<file path="src/rtl/core/kvc_pkg.sv">
// Shared types and constants for the key-value cache responder.
// Used by kvc_match, kvc_slot_store, key_value_cache_responder and the testbench; no dependencies.
package kvc_pkg;

    // Number of key registers on the configuration port and the default slot count
    localparam int NUM_KEY_REGS  = 8;
    localparam int DEFAULT_SLOTS = 8;
    localparam int KEY_IDX_W     = $clog2(NUM_KEY_REGS);

    // Field widths
    localparam int OP_W       = 8;
    localparam int KEY_W      = 48;
    localparam int KEY_SLOT_W = 49;
    localparam int IN_USE_BIT = 48;
    localparam int VALUE_W    = 32;
    localparam int IP_W       = 32;
    localparam int PORT_W     = 16;

    // Stream payload widths
    localparam int S_TDATA_W = KEY_W + VALUE_W + 2 * IP_W + 2 * PORT_W;
    localparam int M_TDATA_W = VALUE_W + 2 * IP_W + 2 * PORT_W;
    localparam int S_TUSER_W = 8;
    localparam int M_TUSER_W = 16;

    // Configuration port: 64-bit registers at byte address 8*i
    localparam int APB_DATA_W = 64;
    localparam int APB_ADDR_W = KEY_IDX_W + 3;

    // Opcodes
    localparam logic [OP_W-1:0] OP_READ    = 8'd1;
    localparam logic [OP_W-1:0] OP_INVAL   = 8'd2;
    localparam logic [OP_W-1:0] OP_WRITE_A = 8'd3;
    localparam logic [OP_W-1:0] OP_WRITE_B = 8'd4;
    localparam logic [OP_W-1:0] OP_REPLY   = 8'd5;

    typedef logic [KEY_SLOT_W-1:0] key_slot_t;

    // Result of the parallel key compare
    typedef struct packed {
        logic                 hit;
        logic [KEY_IDX_W-1:0] idx;
    } slot_hit_t;

    // Slot state update issued when a request leaves the input register
    typedef struct packed {
        logic                 en;
        logic                 set_valid;
        logic                 store;
        logic [KEY_IDX_W-1:0] idx;
        logic [VALUE_W-1:0]   value;
    } slot_upd_t;

endpackage

</file>
<file path="src/rtl/core/kvc_match.sv">
// Parallel key compare with lowest-slot priority.
// Depends on kvc_pkg.
module kvc_match
    import kvc_pkg::*;
#(
    parameter int SLOTS = DEFAULT_SLOTS
)
(
    input  key_slot_t [NUM_KEY_REGS-1:0] key_slots,
    input  logic [KEY_W-1:0]             request_key,
    output slot_hit_t                    slot_hit
);

    logic [SLOTS-1:0] match_vec;

    // One comparator per slot; a slot not in use never matches
    always_comb
    begin
        for (int i = 0; i < SLOTS; i++)
        begin
            match_vec[i] = key_slots[i][IN_USE_BIT] &&
                           (key_slots[i][KEY_W-1:0] == request_key);
        end
    end

    // Priority encoder: the lowest matching slot wins
    always_comb
    begin
        slot_hit = '0;
        for (int i = SLOTS - 1; i >= 0; i--)
        begin
            if (match_vec[i])
            begin
                slot_hit.hit = 1'b1;
                slot_hit.idx = KEY_IDX_W'(i);
            end
        end
    end

endmodule

</file>
<file path="src/rtl/core/kvc_slot_store.sv">
// Key registers with their APB write/read port, slot valid bits and cached values.
// Depends on kvc_pkg.
module kvc_slot_store
    import kvc_pkg::*;
#(
    parameter int SLOTS = DEFAULT_SLOTS
)
(
    input  logic                          clk,
    input  logic                          rst_n,
    input  logic                          psel,
    input  logic                          penable,
    input  logic                          pwrite,
    input  logic [APB_ADDR_W-1:0]         paddr,
    input  logic [APB_DATA_W-1:0]         pwdata,
    output logic [APB_DATA_W-1:0]         prdata,
    output logic                          pready,
    input  slot_upd_t                     upd,
    input  logic [KEY_IDX_W-1:0]          rd_idx,
    output logic                          rd_valid,
    output logic [VALUE_W-1:0]            rd_value,
    output key_slot_t [NUM_KEY_REGS-1:0]  key_slots
);

    localparam int SLOT_IDX_W = (SLOTS > 1) ? $clog2(SLOTS) : 1;

    key_slot_t [NUM_KEY_REGS-1:0] key_slot_reg;
    logic [SLOTS-1:0]             slot_valid_reg;
    logic [VALUE_W-1:0]           slot_value_reg [SLOTS];
    logic                         cfg_wr;
    logic [KEY_IDX_W-1:0]         cfg_idx;

    assign pready   = 1'b1;
    assign cfg_wr   = psel && penable && pwrite;
    assign cfg_idx  = paddr[APB_ADDR_W-1:3];
    assign key_slots = key_slot_reg;
    assign prdata   = APB_DATA_W'(key_slot_reg[cfg_idx]);

    // Key registers, written by an APB transfer
    always_ff @(posedge clk or negedge rst_n)
    begin
        if (!rst_n)
        begin
            key_slot_reg <= '0;
        end
        else if (cfg_wr)
        begin
            key_slot_reg[cfg_idx] <= pwdata[KEY_SLOT_W-1:0];
        end
    end

    // Valid bits: a rewritten key drops its cached value
    always_ff @(posedge clk or negedge rst_n)
    begin
        if (!rst_n)
        begin
            slot_valid_reg <= '0;
        end
        else
        begin
            for (int i = 0; i < SLOTS; i++)
            begin
                if (cfg_wr && (cfg_idx == KEY_IDX_W'(i)))
                begin
                    slot_valid_reg[i] <= 1'b0;
                end
                else if (upd.en && (upd.idx == KEY_IDX_W'(i)))
                begin
                    slot_valid_reg[i] <= upd.set_valid;
                end
            end
        end
    end

    // Cached values; only read while the slot is valid
    always_ff @(posedge clk)
    begin
        if (upd.en && upd.store)
        begin
            slot_value_reg[upd.idx[SLOT_IDX_W-1:0]] <= upd.value;
        end
    end

    assign rd_valid = slot_valid_reg[rd_idx[SLOT_IDX_W-1:0]];
    assign rd_value = slot_value_reg[rd_idx[SLOT_IDX_W-1:0]];

    // A stored write leaves its slot valid
    assert property (@(posedge clk) disable iff (!rst_n)
        (upd.en && upd.store && !cfg_wr) |=> slot_valid_reg[$past(upd.idx[SLOT_IDX_W-1:0])])
        else $error("slot not valid after a value was stored");

    // Rewriting a key register clears the valid bit of that slot
    assert property (@(posedge clk) disable iff (!rst_n)
        (cfg_wr && (cfg_idx <= KEY_IDX_W'(SLOTS - 1)) ) |=>
            !slot_valid_reg[$past(cfg_idx[SLOT_IDX_W-1:0])])
        else $error("slot still valid after its key was rewritten");

endmodule

</file>
<file path="src/rtl/core/key_value_cache_responder.sv">
// Top level of the key-value cache responder: input register, slot lookup and result register.
// Depends on kvc_pkg, kvc_match and kvc_slot_store.

// The block takes one parsed request per clock cycle while the output is not stalled and
// gives one result per request. A request is held in an input
// register; from there the 48-bit key is compared against all slots in parallel, the slot
// state is updated and the result is formed in the same cycle, and the result is captured
// in an output register. The slot state changes as the request moves into the output
// register, so the following request already sees it. The user must write the key registers
// over the APB port only while no request is in flight; the block itself does not enforce
// this. Writing a key register drops the value cached for that slot. There is no clearing pass after reset.
module key_value_cache_responder
    import kvc_pkg::*;
#(
    parameter int SLOTS = DEFAULT_SLOTS
)
(
    input  logic                  clk,
    input  logic                  rst_n,
    // Request stream
    input  logic                  s_tvalid,
    output logic                  s_tready,
    // request_key[47:0], request_value[79:48], source_ip[111:80], dest_ip[143:112],
    // source_port[159:144], dest_port[175:160]
    input  logic [S_TDATA_W-1:0]  s_tdata,
    // request_op[7:0]
    input  logic [S_TUSER_W-1:0]  s_tuser,
    // Result stream
    output logic                  m_tvalid,
    input  logic                  m_tready,
    // reply_value[31:0], out_source_ip[63:32], out_dest_ip[95:64],
    // out_source_port[111:96], out_dest_port[127:112]
    output logic [M_TDATA_W-1:0]  m_tdata,
    // reply_op[7:0], turn_back[8], zero fill above
    output logic [M_TUSER_W-1:0]  m_tuser,
    // Configuration port
    input  logic                  psel,
    input  logic                  penable,
    input  logic                  pwrite,
    input  logic [APB_ADDR_W-1:0] paddr,
    input  logic [APB_DATA_W-1:0] pwdata,
    output logic [APB_DATA_W-1:0] prdata,
    output logic                  pready
);

    // Input register
    logic                  in_valid_reg;
    logic [OP_W-1:0]       in_op_reg;
    logic [KEY_W-1:0]      in_key_reg;
    logic [VALUE_W-1:0]    in_value_reg;
    logic [IP_W-1:0]       in_sip_reg;
    logic [IP_W-1:0]       in_dip_reg;
    logic [PORT_W-1:0]     in_sport_reg;
    logic [PORT_W-1:0]     in_dport_reg;

    // Result register
    logic                  out_valid_reg;
    logic                  out_valid_next;
    logic [OP_W-1:0]       out_op_reg;
    logic [VALUE_W-1:0]    out_value_reg;
    logic [IP_W-1:0]       out_sip_reg;
    logic [IP_W-1:0]       out_dip_reg;
    logic [PORT_W-1:0]     out_sport_reg;
    logic [PORT_W-1:0]     out_dport_reg;
    logic                  out_turn_reg;

    key_slot_t [NUM_KEY_REGS-1:0] key_slots;
    slot_hit_t             slot_hit;
    slot_upd_t             upd;
    logic                  rd_valid;
    logic [VALUE_W-1:0]    rd_value;
    logic                  advance;
    logic                  is_write;
    logic                  is_reply;

    // The request moves on when the result register is free or being emptied
    assign advance  = in_valid_reg && (!out_valid_reg || m_tready);
    assign s_tready = !in_valid_reg || advance;

    always_ff @(posedge clk or negedge rst_n)
    begin
        if (!rst_n)
        begin
            in_valid_reg <= 1'b0;
        end
        else if (s_tready)
        begin
            in_valid_reg <= s_tvalid;
        end
    end

    always_ff @(posedge clk)
    begin
        if (s_tvalid && s_tready)
        begin
            in_op_reg    <= s_tuser[OP_W-1:0];
            in_key_reg   <= s_tdata[KEY_W-1:0];
            in_value_reg <= s_tdata[KEY_W +: VALUE_W];
            in_sip_reg   <= s_tdata[KEY_W + VALUE_W +: IP_W];
            in_dip_reg   <= s_tdata[KEY_W + VALUE_W + IP_W +: IP_W];
            in_sport_reg <= s_tdata[KEY_W + VALUE_W + 2 * IP_W +: PORT_W];
            in_dport_reg <= s_tdata[KEY_W + VALUE_W + 2 * IP_W + PORT_W +: PORT_W];
        end
    end

    kvc_match #(
        .SLOTS (SLOTS)
    ) u_match (
        .key_slots   (key_slots),
        .request_key (in_key_reg),
        .slot_hit    (slot_hit)
    );

    kvc_slot_store #(
        .SLOTS (SLOTS)
    ) u_store (
        .clk       (clk),
        .rst_n     (rst_n),
        .psel      (psel),
        .penable   (penable),
        .pwrite    (pwrite),
        .paddr     (paddr),
        .pwdata    (pwdata),
        .prdata    (prdata),
        .pready    (pready),
        .upd       (upd),
        .rd_idx    (slot_hit.idx),
        .rd_valid  (rd_valid),
        .rd_value  (rd_value),
        .key_slots (key_slots)
    );

    // Opcode decode against the hit slot
    assign is_write = (in_op_reg == OP_WRITE_A) || (in_op_reg == OP_WRITE_B);
    assign is_reply = slot_hit.hit && (in_op_reg == OP_READ) && rd_valid;

    always_comb
    begin
        upd.en        = advance && slot_hit.hit && (is_write || (in_op_reg == OP_INVAL));
        upd.set_valid = is_write;
        upd.store     = is_write;
        upd.idx       = slot_hit.idx;
        upd.value     = in_value_reg;
    end

    // Result register
    always_comb
    begin
        if (advance)
        begin
            out_valid_next = 1'b1;
        end
        else if (m_tready)
        begin
            out_valid_next = 1'b0;
        end
        else
        begin
            out_valid_next = out_valid_reg;
        end
    end

    always_ff @(posedge clk or negedge rst_n)
    begin
        if (!rst_n)
        begin
            out_valid_reg <= 1'b0;
        end
        else
        begin
            out_valid_reg <= out_valid_next;
        end
    end

    // A read hit on a valid slot gets the cached value and swapped endpoints; all else passes through
    always_ff @(posedge clk)
    begin
        if (advance)
        begin
            if (is_reply)
            begin
                out_op_reg    <= OP_REPLY;
                out_value_reg <= rd_value;
                out_sip_reg   <= in_dip_reg;
                out_dip_reg   <= in_sip_reg;
                out_sport_reg <= in_dport_reg;
                out_dport_reg <= in_sport_reg;
                out_turn_reg  <= 1'b1;
            end
            else
            begin
                out_op_reg    <= in_op_reg;
                out_value_reg <= in_value_reg;
                out_sip_reg   <= in_sip_reg;
                out_dip_reg   <= in_dip_reg;
                out_sport_reg <= in_sport_reg;
                out_dport_reg <= in_dport_reg;
                out_turn_reg  <= 1'b0;
            end
        end
    end

    assign m_tvalid = out_valid_reg;
    assign m_tdata  = {out_dport_reg, out_sport_reg, out_dip_reg, out_sip_reg, out_value_reg};
    assign m_tuser  = {{(M_TUSER_W - OP_W - 1){1'b0}}, out_turn_reg, out_op_reg};

    // A turned-back result always carries the reply opcode
    assert property (@(posedge clk) disable iff (!rst_n)
        (m_tvalid && m_tuser[OP_W]) |-> (m_tuser[OP_W-1:0] == OP_REPLY))
        else $error("turned-back result without reply opcode");

    // A request leaving the input register is presented on the output next cycle
    assert property (@(posedge clk) disable iff (!rst_n)
        advance |=> m_tvalid)
        else $error("result lost after leaving the input register");

    // A reply carries the request's destination address as its source address
    assert property (@(posedge clk) disable iff (!rst_n)
        (advance && is_reply) |=> (m_tdata[VALUE_W +: IP_W] == $past(in_dip_reg)))
        else $error("reply source address not swapped");

endmodule

</file>
<file path="config.mk">
export PLATFORM = sky130hd
export DESIGN_NAME = key_value_cache_responder
export DESIGN_NICKNAME = d
export VERILOG_FILES = /design/src/rtl/core/kvc_pkg.sv /design/src/rtl/core/kvc_match.sv /design/src/rtl/core/kvc_slot_store.sv /design/src/rtl/core/key_value_cache_responder.sv
export SDC_FILE = /design/constraint.sdc
export NUM_CORES = 2
export LEC_CHECK = 0
export BUFFER_PORTS_ARGS = -buffer_cell sky130_fd_sc_hd__buf_2
export CAP_MARGIN = 20
export CORE_AREA = 2 2 388 390
export DETAILED_ROUTE_END_ITERATION = 6
export DIE_AREA = 0 0 390 392
export HOLD_SLACK_MARGIN = 0.12
export SYNTH_ARGS = -nofsm -noshare
export SYNTH_HDL_FRONTEND = slang
export SYNTH_HIERARCHICAL = 1
export SYNTH_SLANG_ARGS = --single-unit
</file>
<file path="constraint.sdc">
create_clock -name clk -period 8.1 [get_ports clk]
set_input_delay 0 -clock clk [delete_from_list [all_inputs] [get_ports clk]]
set_output_delay 0 -clock clk [all_outputs]
set_load 0.01 [all_outputs]
</file>
==> flow_metrics.py <==
metrics = {
    "run_status": {
        "status": "complete, no violations",
    },
    "sta": {
        "skew_ns": 0.0250,
        "fin_crit_sh_pct": 76.0,
        "period_minus_slack_ns": 6.15,
        "rsz0062_at_grt": "false",
        "timing.hold.ws_ns": 0.180,
        "relSlewSlack_pct": 20.6,
        "finalHoldViolations": 0,
        "tightest_slew_ns": 1.19,
        "slew_viol_final": 0,
        "setup_viol_count_final": 0,
        "tns_ns": 0,
        "fmax_mhz": 163,
    },
    "clocking": {
        "htreeDepth": 3,
        "cts_buffer_depth": 3,
        "cts_sinks": 979,
        "cts_tree": "yes",
        "clk_latency_ns": 0.71,
        "cts_buffers": 108,
        "clkSlewWorstSetupHoldPaths_ns": 0.06,
        "clockRootBuffer": "clkbuf_16",
        "cts_resized": 0,
    },
    "synth": {
        "yosys.area.top_type": "edfxtp_1",
        "ys_seq_elements": 979,
        "synth_most_common_cell": "edfxtp_1",
        "ys.flop_type": "edfxtp_1",
        "ys_warn_count": 6,
        "synth_common_cells": "edfxtp_1 (577), mux2_2 (433), dfrtp_1 (402)",
        "synth.avg_cell_area_um2": 16.4,
        "synthArstFlopShare_pct": 41.1,
        "postSynthCellCount": 2695,
        "seq_area_frac_synth_pct": 61.9,
        "syn_area_um2": 44200,
        "netlist_top_cells_area": "edfxtp_1 (39%), dfrtp_1 (23%), mux2_2 (11%)",
        "synth-edff-count": 577,
        "ys_types": 56,
        "synth_top_area_share_pct": 39.2,
    },
    "worst_setup_path": {
        "cp-end-kind": "register",
        "cp_top_family": "simple AND/OR/NAND/NOR gates",
        "crit_chain": "xor2_1 -> nor4_1 -> nand4_1 -> nor4_1 -> a2bb2oi_1 -> o21ba_1 -> o31ai_4 -> buf_4 -> buf_4 -> mux4_2 -> mux2_2 -> mux2_1",
        "slowest_stage": "nor4_1",
        "startpoint_type": "register",
        "critPathMaxFanout": 39,
        "crit_required_ns": 8.53,
        "crit_type": "reg2reg",
        "crit_arrival_ns": 6.59,
        "critPathBufInv": 2,
        "slowest_delay_ns": 0.87,
    },
    "die": {
        "chipWidth_um": 390,
        "fp.dieArea_um2": 153000,
        "rows": 142,
        "initial_utilization_pct": 29.7,
        "die_h_um": 392,
        "top_level_ports": 472,
        "core_um2": 149000,
    },
    "pwr": {
        "p_total_uw": 13600,
        "p_per_area_nw_per_um2": 241,
        "vdd_drop_max_v": 0.000182,
        "cellLeakagePower_uw": 0.0219,
    },
    "global_routing": {
        "grt_pass1_wl_um": 210000,
        "antenna_found_initial": 24,
        "grt_max_degree": 171,
        "grt_overflow": 0,
        "track_usage_pct": 19.1,
        "grt_pass1_vias": 28100,
    },
    "drt": {
        "viasPerCell": 4.97,
        "totalWireLength_um": 150000,
        "ant_nets": 0,
        "first_pass_iters": 5,
        "drc_errors": 0,
        "wire_per_inst_um": 26.9,
        "drtIter0Drc": 2473,
        "vias": 27700,
    },
    "flow_run": {
        "cap_violations": 0,
    },
    "placement": {
        "gp_congestion": 0.985,
        "dp_hpwl_um": 100000,
        "placed_cells": 4933,
        "io_buffers": 430,
    },
    "final_layout": {
        "largest_reg_flops": 392,
        "final_cells": 5571,
        "seqCellArea_um2": 27400,
        "nets": 3789,
        "num-fill-cells": 14100,
        "layout-drive-gt1-share_pct": 35.3,
        "area_growth_pct": 27.0,
        "multi_input_area_um2": 15800,
        "fin_util_pct": 37.7,
    },
    "hold_path": {
        "hold_path.class": "in2reg",
    },
}
-- cell type report --
type,instances,area share (%)
clock buffer,148,5.28
sequential,979,48.7
timing repair buffer,900,12.2
inverter,29,0.194
multi-input combinational,1510,28.1
clock inverter,51,1.13
antenna,10,0.0445
tap,1944,4.33
-- stage by stage --
| stage | area, um2 | setup slack, ns |
|---|---|---|
| final | 56200 | 1.95 |
| after floorplan | 44300 | 0.800 |
| after CTS | 56200 | 1.98 |
| after global placement | 48300 | 2.02 |
| after global routing | 56200 | 1.63 |
| after detailed placement | 48300 | 2.00 |
-- cell usage in the layout (no fill, tap or decap), types with 7 or more instances in the layout --
cell type / synthesis / routed
edfxtp_1: 577 / 577
mux2_2: 433 / 433
dlygate4sd3_1: 0 / 427
buf_2: 94 / 426
dfrtp_1: 402 / 402
xor2_1: 217 / 217
xnor2_1: 128 / 128
mux4_2: 124 / 124
mux2_1: 112 / 112
clkbuf_16: 0 / 110
nor4_1: 57 / 57
mux2_4: 49 / 49
nand4_1: 43 / 43
buf_4: 43 / 38
mux2i_1: 36 / 36
o22ai_1: 33 / 33
nand2_1: 31 / 31
a21oi_1: 31 / 31
clkbuf_1: 32 / 31
o221ai_1: 31 / 31
nor2_1: 35 / 27
inv_1: 26 / 25
nand2b_1: 23 / 23
conb_1: 3 / 23
clkinv_2: 0 / 21
nor2b_1: 20 / 20
nand3_1: 12 / 12
bufinv_16: 0 / 11
diode_2: 0 / 10
nor2_4: 0 / 8
clkbuf_8: 0 / 7
clkinv_1: 0 / 7
-- worst register-to-register path, stage by stage (launching register included) --
cell,delay (ns)
edfxtp_1,0.57
xor2_1,0.28
nor4_1,0.87
nand4_1,0.41
nor4_1,0.40
a2bb2oi_1,0.11
o21ba_1,0.22
o31ai_4,0.42
buf_4,0.67
buf_4,0.74
mux4_2,0.65
mux2_2,0.27
mux2_1,0.28
-- cells by family after synthesis --
group | count (synthesis) | synth area share (%)
compound gates | 121 | 1.96
xor+xnor | 345 | 6.83
buf+inv | 226 | 2.94
flops | 979 | 61.9
mux | 754 | 22.7
other cells | 3 | 0.0255
simple gates | 267 | 3.68
-- power breakdown --
| part | internal (uW) | switching (uW) |
|---|---|---|
| clock | 2930 | 2100 |
| sequential | 5830 | 515 |
| combinational | 1010 | 1180 |
-- per-layer routing --
metal,GRT usage [%],wire (um)
met1,25.3,62200
met2,30.3,69500
met3,4.44,12200
met4,7.28,5900
met5,0,103
-- worst paths after layout --
check | slack [ns] | start | cells after the start | to
worst min register to register | 0.47 | in_op_reg[4]$_DFFE_PP_ | 0 | out_op_reg[4]$_SDFFCE_PP0P_
worst min-delay path | 0.18 | pwdata[16] | 3 | u_store/key_slots[212]$_DFFE_PN0P_
max in group asynchronous | 6.07 | rst_n | 5 | u_store/key_slots[35]$_DFFE_PN0P_
worst max-delay path | 1.95 | in_key_reg[10]$_DFFE_PP_ | 12 | out_value_reg[19]$_DFFE_PP_
min in group asynchronous | 0.50 | rst_n | 4 | u_store/key_slots[255]$_DFFE_PN0P_
worst max register to register | 1.95 | in_key_reg[10]$_DFFE_PP_ | 12 | out_value_reg[19]$_DFFE_PP_
-- timing repair --
action,in CTS,in global routing
buffers inserted,0,0
hold buffers,428,0
endpoints found under the setup margin,0,0
endpoints found under the hold margin,899,0
(Power assumes the default switching activity.)
